## src/rtl/grs_pkg.sv

```systemverilog
// Shared types, constants and helper functions of the gravity ray step block.
package grs_pkg;

    localparam int CFG_ADDR_W = 3;
    localparam int CFG_DATA_W = 32;

    localparam logic [CFG_ADDR_W-1:0] REG_BASE_STEP      = 3'd0;
    localparam logic [CFG_ADDR_W-1:0] REG_GRAVITY_GAIN   = 3'd1;
    localparam logic [CFG_ADDR_W-1:0] REG_NEAR_THRESHOLD = 3'd2;
    localparam logic [CFG_ADDR_W-1:0] REG_FAR_THRESHOLD  = 3'd3;
    localparam logic [CFG_ADDR_W-1:0] REG_SPACE_BOUND    = 3'd4;
    localparam logic [CFG_ADDR_W-1:0] REG_BODIES_IN_USE  = 3'd5;

    localparam logic [31:0] RST_BASE_STEP      = 32'd19661;
    localparam logic [31:0] RST_GRAVITY_GAIN   = 32'd327680;
    localparam logic [31:0] RST_NEAR_THRESHOLD = 32'd65536000;
    localparam logic [31:0] RST_FAR_THRESHOLD  = 32'd327680000;
    localparam logic [30:0] RST_SPACE_BOUND    = 31'd19660800;
    localparam logic [2:0]  RST_BODIES_IN_USE  = 3'd3;

    localparam logic [1:0] ST_MOVED   = 2'd0;
    localparam logic [1:0] ST_CRASHED = 2'd1;
    localparam logic [1:0] ST_ESCAPED = 2'd2;

    // Datapath widths
    localparam int D_W    = 33;
    localparam int D2_W   = 50;
    localparam int R2_W   = 48;
    localparam int Q_W    = 48;
    localparam int ACC_W  = 50;
    localparam int DT_W   = 35;
    localparam int ROOT_W = 33;
    localparam int TERM_W = 47;

    // Shared multiplier: A times B, B taken 16 bits a cycle from the top
    localparam int MUL_A_W     = 50;
    localparam int MUL_CHUNK_W = 16;
    localparam int MUL_STEPS   = 3;
    localparam int MUL_B_W     = MUL_CHUNK_W * MUL_STEPS;
    localparam int MUL_P_W     = MUL_A_W + MUL_B_W;

    localparam int DIV_N_W = 64;
    localparam int DIV_D_W = 50;
    localparam int SQ_X_W  = 64;
    localparam int SQ_R_W  = 32;

    localparam logic [TERM_W-1:0] CAP47 = '1;
    localparam logic [D2_W-1:0]   ONE_Q16 = D2_W'(65536);

    typedef enum logic [3:0] {
        OP_DIFF,
        OP_SQD,
        OP_SQR,
        OP_CHECK,
        OP_ROOT,
        OP_GM,
        OP_DIV1,
        OP_DIV2,
        OP_TERM,
        OP_DT,
        OP_VEL,
        OP_POS,
        OP_FINISH
    } op_t;

    typedef struct packed {
        logic       load;
        logic       latch;
        logic       go;
        logic       wb;
        op_t        op;
        logic [1:0] axis;
    } grs_cmd_t;

    typedef struct packed {
        logic unit_done;
        logic crash;
    } grs_stat_t;

    function automatic logic uses_unit(input op_t op);
        logic r;
        unique case (op)
            OP_SQD, OP_SQR, OP_ROOT, OP_GM, OP_DIV1, OP_DIV2,
            OP_TERM, OP_VEL, OP_POS: r = 1'b1;
            default:                 r = 1'b0;
        endcase
        return r;
    endfunction

    // min(product / 2^16, 2^47 - 1)
    function automatic logic [TERM_W-1:0] cap_q16(input logic [MUL_P_W-1:0] p);
        logic [MUL_P_W-17:0] sh;
        sh = p[MUL_P_W-1:16];
        return (sh > (MUL_P_W-16)'(CAP47)) ? CAP47 : sh[TERM_W-1:0];
    endfunction

    function automatic logic signed [TERM_W:0] signed_term(input logic neg,
                                                          input logic [TERM_W-1:0] m);
        logic signed [TERM_W:0] t;
        t = $signed({1'b0, m});
        return neg ? -t : t;
    endfunction

    function automatic logic [31:0] sat32(input logic signed [48:0] v);
        logic [31:0] r;
        if (v[48:31] == {18{1'b0}} || v[48:31] == {18{1'b1}}) begin
            r = v[31:0];
        end else if (v[48]) begin
            r = 32'h8000_0000;
        end else begin
            r = 32'h7FFF_FFFF;
        end
        return r;
    endfunction

endpackage

```

## src/rtl/grs_ctrl.sv

```systemverilog
// Controller: sequences the per-body and update operations of one ray step.
module grs_ctrl import grs_pkg::*; #(
    parameter int MAX_BODIES = 4,
    parameter int CW = $clog2(MAX_BODIES + 1)
) (
    input  logic          clk,
    input  logic          rst_n,
    input  logic          start,
    input  logic          command,
    output logic          busy,
    output grs_cmd_t      cmd,
    input  grs_stat_t     stat,
    input  logic [CW-1:0] body_count,
    output logic [CW-1:0] body_idx
);

    typedef enum logic [1:0] {
        S_IDLE,
        S_ISSUE,
        S_WAIT,
        S_WB
    } state_t;

    state_t        state_reg;
    op_t           op_reg;
    op_t           op_next;
    logic [1:0]    axis_reg;
    logic [1:0]    axis_next;
    logic [CW-1:0] body_reg;
    logic [CW-1:0] body_next;
    logic [CW-1:0] body_inc;

    assign body_inc = CW'(body_reg + 1'b1);

    always_comb begin
        op_next   = op_reg;
        axis_next = axis_reg;
        body_next = body_reg;
        unique case (op_reg)
            OP_DIFF: begin
                op_next   = OP_SQD;
                axis_next = 2'd0;
            end
            OP_SQD: begin
                if (axis_reg == 2'd2) begin
                    op_next = OP_SQR;
                end else begin
                    axis_next = axis_reg + 2'd1;
                end
            end
            OP_SQR:   op_next = OP_CHECK;
            OP_CHECK: op_next = stat.crash ? OP_FINISH : OP_ROOT;
            OP_ROOT:  op_next = OP_GM;
            OP_GM:    op_next = OP_DIV1;
            OP_DIV1:  op_next = OP_DIV2;
            OP_DIV2: begin
                op_next   = OP_TERM;
                axis_next = 2'd0;
            end
            OP_TERM: begin
                if (axis_reg != 2'd2) begin
                    axis_next = axis_reg + 2'd1;
                end else if (body_inc < body_count) begin
                    op_next   = OP_DIFF;
                    body_next = body_inc;
                end else begin
                    op_next = OP_DT;
                end
            end
            OP_DT: begin
                op_next   = OP_VEL;
                axis_next = 2'd0;
            end
            OP_VEL: op_next = OP_POS;
            OP_POS: begin
                if (axis_reg == 2'd2) begin
                    op_next = OP_FINISH;
                end else begin
                    op_next   = OP_VEL;
                    axis_next = axis_reg + 2'd1;
                end
            end
            default: op_next = OP_FINISH;
        endcase
    end

    always_ff @(posedge clk or negedge rst_n) begin
        if (!rst_n) begin
            state_reg <= S_IDLE;
            op_reg    <= OP_DIFF;
            axis_reg  <= '0;
            body_reg  <= '0;
        end else begin
            unique case (state_reg)
                S_IDLE: begin
                    if (start && command) begin
                        op_reg    <= (body_count == '0) ? OP_DT : OP_DIFF;
                        axis_reg  <= '0;
                        body_reg  <= '0;
                        state_reg <= S_ISSUE;
                    end
                end
                S_ISSUE: begin
                    if (uses_unit(op_reg)) begin
                        state_reg <= S_WAIT;
                    end else if (op_reg == OP_FINISH) begin
                        state_reg <= S_IDLE;
                    end else begin
                        op_reg   <= op_next;
                        axis_reg <= axis_next;
                        body_reg <= body_next;
                    end
                end
                S_WAIT: begin
                    if (stat.unit_done) begin
                        state_reg <= S_WB;
                    end
                end
                S_WB: begin
                    op_reg    <= op_next;
                    axis_reg  <= axis_next;
                    body_reg  <= body_next;
                    state_reg <= S_ISSUE;
                end
                default: state_reg <= S_IDLE;
            endcase
        end
    end

    assign busy      = (state_reg != S_IDLE);
    assign cmd.load  = start && !busy && !command;
    assign cmd.latch = start && !busy && command;
    assign cmd.go    = (state_reg == S_ISSUE);
    assign cmd.wb    = (state_reg == S_WB);
    assign cmd.op    = op_reg;
    assign cmd.axis  = axis_reg;
    assign body_idx  = body_reg;

`ifndef SYNTHESIS
    a_finish_frees: assert property (@(posedge clk) disable iff (!rst_n)
        (state_reg == S_ISSUE && op_reg == OP_FINISH) |=> !busy)
        else $error("controller still busy after the result");

    a_done_in_wait: assert property (@(posedge clk) disable iff (!rst_n)
        stat.unit_done |-> state_reg == S_WAIT)
        else $error("arithmetic unit finished while not awaited");

    a_body_in_range: assert property (@(posedge clk) disable iff (!rst_n)
        (state_reg == S_ISSUE && op_reg == OP_DIFF) |-> body_reg < body_count)
        else $error("body index beyond bodies in use");
`endif

endmodule

```

## config.mk

```make
export PLATFORM = sky130hd
export DESIGN_NAME = grs_ctrl
export DESIGN_NICKNAME = d
export VERILOG_FILES = /design/src/rtl/grs_pkg.sv /design/src/rtl/grs_ctrl.sv
export SDC_FILE = /design/constraint.sdc
export NUM_CORES = 1
export LEC_CHECK = 0
export ABC_CLOCK_PERIOD_IN_PS = 4100
export BUFFER_PORTS_ARGS = -buffer_cell sky130_fd_sc_hd__buf_2
export CELL_PAD_IN_SITES_DETAIL_PLACEMENT = 0
export CELL_PAD_IN_SITES_GLOBAL_PLACEMENT = 1
export CORE_UTILIZATION = 42
export CTS_CLUSTER_SIZE = 16
export DETAILED_ROUTE_END_ITERATION = 10
export HOLD_SLACK_MARGIN = 0.05
export PLACE_DENSITY_LB_ADDON = 0.1
export SKIP_LAST_GASP = 1
export SYNTH_ARGS = -nofsm -noshare
export SYNTH_HDL_FRONTEND = slang
export SYNTH_SLANG_ARGS = --single-unit
export TNS_END_PERCENT = 100
```

## constraint.sdc

```tcl
create_clock -name clk -period 4.1 [get_ports clk]
set_input_delay 1.23 -clock clk [delete_from_list [all_inputs] [get_ports clk]]
set_output_delay 1.23 -clock clk [all_outputs]
set_load 0.02 [all_outputs]
```

Yosys cells after proc, flatten, opt, wreduce, memory -nomap -nowiden
Memories as Yosys holds them, arrays and structs flattened.
Index checks and enable logic that the tools add are counted.
{"block": "word_totals", "latchBits": 0, "mem_count": 1, "out_inout_bits": 14, "mem_bits_rw": 0, "word_cells": 76, "mem_bits_ro": 16, "regBits": 11}
{"name": "(no name shown)", "words": 16, "word_bits": 1, "read_ports": 1, "rd_clocked_by_memory_dff": 0, "write_ports": 0, "line": "grs_pkg.sv:82", "text": "unique case (op)"}
{"block": "classes", "n_div": 0, "n_eq_ne": 22, "n_reduce_logical": 15, "shifts": 0, "magnitude_cmp": 1, "bitwise_logic": 0, "mux": 31, "n_addsub": 2, "n_mul": 0}
{"cell": "4-bit one-hot mux with 12 select lines", "n": 1}
{"cell": "4-bit 2-to-1 mux", "n": 8}
{"cell": "3-bit 2-to-1 mux", "n": 7}
{"cell": "4-bit == test, second input constant", "n": 5}
{"cell": "2-bit 2-to-1 mux", "n": 9}
{"cell": "4-bit by 3-bit == test with 1-bit output, second input constant", "n": 4}
{"cell": "2-bit one-hot mux with 3 select lines", "n": 2}
{"cell": "4-bit one-hot mux with 3 select lines", "n": 1}
{"cell": "2-bit != test, second input constant", "n": 5}
{"cell": "3-bit one-hot mux with 3 select lines", "n": 1}
{"cell": "4-bit by 2-bit == test with 1-bit output, second input constant", "n": 2}
{"cell": "2-bit one-hot mux with 4 select lines", "n": 1}
{"cell": "2-bit == test, second input constant", "n": 3}
{"cell": "4-bit by 1-bit == test with 1-bit output, second input constant", "n": 1}
{"cell": "1-bit logical AND", "n": 4}
{"cell": "4-bit logical NOT", "n": 1}
{"cell": "4-bit AND reduction", "n": 1}
{"cell": "3-bit by 1-bit adder with 3-bit output, second input constant", "n": 1}
{"cell": "3-bit logical NOT", "n": 1}
{"cell": "3-bit < comparator", "n": 1}
{"cell": "3-bit by 1-bit != test with 1-bit output, second input constant", "n": 1}
{"cell": "3-bit AND reduction", "n": 1}
{"cell": "3-bit nonzero test", "n": 1}
{"cell": "3-bit OR reduction", "n": 1}
{"cell": "other kinds (7)", "n": 8}

Logic depth before layout (Yosys ltp)
{"block": "depth", "ltp_word": 8, "depth_mapped": 8, "depth_no_buf": 8}

Worst setup path after synthesis
Ideal clock, no wire load.
{"block": "synth_path", "path_kind": "input to output", "startpoint": "input start", "endpoint": "output cmd[9] (netlist bit)", "required_time_ps": 2870, "path_buffers": 0, "path_slack_ps": 1319, "cell_stages": 2, "arrival_time_ps": 1551, "path_cell_list": "nand2_1 -> nor2_1"}
{"element": "start: declaration", "line": "grs_ctrl.sv:8", "text": "input logic start,"}
{"element": "end: declaration", "line": "grs_ctrl.sv:11", "text": "output grs_cmd_t cmd,"}

==> results by group <==
Timing
  – Final hold violations: 0
  – RSZ-0062 raised after global routing: no
  – Slew HR: 68.5%
  – Least-Margin Pin Slew: 468 ps
  – Worst clock skew: 2.71 ps
  – Final setup viols: 0
  – Maximum operating frequency: 347 MHz
  – Post-route setup TNS: 0 ps
  – Pins Over Slew Limit: 0
  – Min Clock Period, post-route: 2880 ps
  – Fin crit share: 70.3%

Finish
  – # diodes: 0
  – Area growth from synthesis to layout: 15.5%
  – Max FFs per register: 4
  – Non-Filler Instances: 161
  – Commonest non-fill, non-tap cell in the layout: buf_2
  – Share of layout cells above drive strength 1: 25.6%
  – # nets final: 156
  – Leading cell types in the layout, fill and taps excluded: buf_2, ha_1, inv_1, dfrtp_1, nand2_1
  – Fill count: 238
  – Multi-input logic area: 653 sq um
  – Register area: 275 sq um

Hold path
  – Hold Crit Depth: 1
  – Hold Startpoint: axis_reg[1]
  – Hold Crit Class: reg -> reg

Routing
  – DRT iter0 DRCs: 20
  – DR vias: 872
  – # DRC: 0
  – DR pass1 iterations: 4
  – DRT Wirelength: 2110 microns
  – DR WL/cell: 13.1 microns
  – Vias per cell: 5.42
  – Remaining antenna violation count after routing: 0

Clocking
  – Clock root cell: clkbuf_4
  – CTS resizes: 0
  – Skew-Pair Late Insertion Delay: 260 ps
  – CTS Hold Bufs: 0
  – Clk buf depth: 2
  – TritonCTS Sinks: 11
  – Setup Fix Bufs, Post-CTS: 0
  – CTS buffer count: 3
  – H-tree levels: 1
  – Clock transition at path regs: 70 ps
  – TritonCTS clock tree: yes

Run
  – Maxcap violations: 0

Power and ir drop
  – Leak pwr: 0.589 nW
  – Clock power frac: 6.9%
  – Sw Pwr: 0.000513 W
  – Max IR drop VDD: 400 uV
  – Internal power: 0.000515 W
  – PD cells: 898 nW/um^2
  – Comb power frac: 71.0%
  – Flop pwr share: 22.2%
  – Switching share of power: 49.9%

Yosys
  – Ys Warns: 0
  – Number of synthesized flops with an enable pin: 0
  – Main synth FF type: dfrtp_1
  – Async SR Flop Fraction: 100%
  – Mean Syn Cell Area: 8.93 sq um
  – Sequential fraction of the synthesis area: 27.8%
  – Mapped cell area: 991 sq um
  – #FFs+latches synth: 11
  – Mapped Nets: 133
  – Syn Inst Count: 111
  – Synth unique cells: 37

Place
  – IO buf count: 22
  – Cells after DPL: 157
  – GPL Wtd Cong: 0.815
  – Hpwl dp: 1670 microns

Global routing
  – Vias in the first global route: 776
  – Largest net degree at the start of global routing: 16
  – Global Route Usage Sum: 17.6%
  – GRT overflow: 0
  – First-pass GRT wire length: 3420 microns
  – Initial antenna violation count: 0

Critical path
  – RR Startpoint: body_idx[0]
  – RR Endpoint: body_idx[1]
  – Critical path origin: start
  – Setup crit end: cmd[8]
  – CP Class: in -> out
  – CP Data Arrival Time: 1650 ps
  – Crit path max fanout: 3
  – Reg-to-reg setup timing slack: 1730 ps
  – Depth of the most critical reg-to-reg path: 8
  – CP required: 2870 ps
  – CP Capture Type: output port
  – Startpoint types: input port

Floorplanning
  – Die W: 50.6 microns
  – CORE AREA: 2210 sq um
  – Initial Utilization: 44.8%
  – Die Area: 2560 sq um
  – Ports: 23
  – # rows: 17
  – Die H: 50.6 microns

Outcome
  – Status: finished clean
-- worst min-delay path by stage --
stage                        end  slack, ps
global route         axis_reg[1]        560
finish               axis_reg[1]        530
detailed placement   axis_reg[1]        530
floorplan           state_reg[1]        580
global placement     axis_reg[1]        520
CTS                  axis_reg[1]        540
-- per-stage QoR --
stage	cell area [sq um]	setup WS, ps	hold slack [ps]	total power [W]	utilization (%)
floorplan	991	1320	582	0.000795	-
global placement	1120	1230	519	0.000954	50.6
detailed placement	1120	1190	526	0.000963	50.6
CTS	1140	1220	540	0.00104	51.8
global route	1140	1210	559	0.00112	51.8
finish	1140	1220	533	0.00103	51.8
-- Yosys cell counts, types with 2 or more instances --
cell type  instances  area share, %
a21boi_0           2            1.5
nor2_1             8            3.0
nand2_1           10            3.8
clkbuf_1           2           0.76
nand3b_1           2            1.5
and2_1             2            1.3
o21ai_0            4            2.0
buf_2              2            1.0
mux2_2             5            5.7
a21oi_1            3            1.5
a31oi_1            4            2.5
o211ai_1           3            2.3
o22a_1             2            1.8
inv_1             12            4.5
mux2i_1            5            5.1
or3_1              2            1.3
dfrtp_1           11             28
ha_1              13             16
-- power by group through the flow --
stage	registers (W)	logic (W)	clock network, W
floorplan	0.000243	0.000552	0
finish	0.000228	0.000730	0.0000705
CTS	0.000230	0.000734	0.0000730
detailed placement	0.000231	0.000731	0
global route	0.000239	0.000803	0.0000775
global placement	0.000228	0.000726	0
-- cells by family (layout without fill, tap and decap cells) --
| group | Yosys count | count (layout) | share of synthesized area, % |
|---|---|---|---|
| muxes | 10 | 10 | 10.7 |
| buffers and inverters | 16 | 38 | 6.31 |
| adders and majority gates | 13 | 13 | 16.4 |
| and+or+nand+nor | 33 | 33 | 18.7 |
| xor gates and xnor gates | 1 | 1 | 0.884 |
| AOI/OAI and AO/OA | 27 | 27 | 19.2 |
| DFF | 11 | 11 | 27.8 |
-- cell type report --
type	count	share of cell area [%]
multi-input cells	84	57.0
inverters	12	3.93
repair buffers	22	9.62
well taps	28	3.06
flip-flops and latches	11	24.0
clock buffers	4	2.30
-- per-layer routing --
layer  global-route usage [%]  wire length (microns)
met1                     24.6                   1010
met2                     28.2                    970
met3                     2.73                    110
met4                     4.17                     14
met5                        0                      0
-- worst max-delay path, stage by stage --
cell	delay [ps]
buf_2	110
and3_1	160
buf_2	150
(Power assumes the default switching activity.)
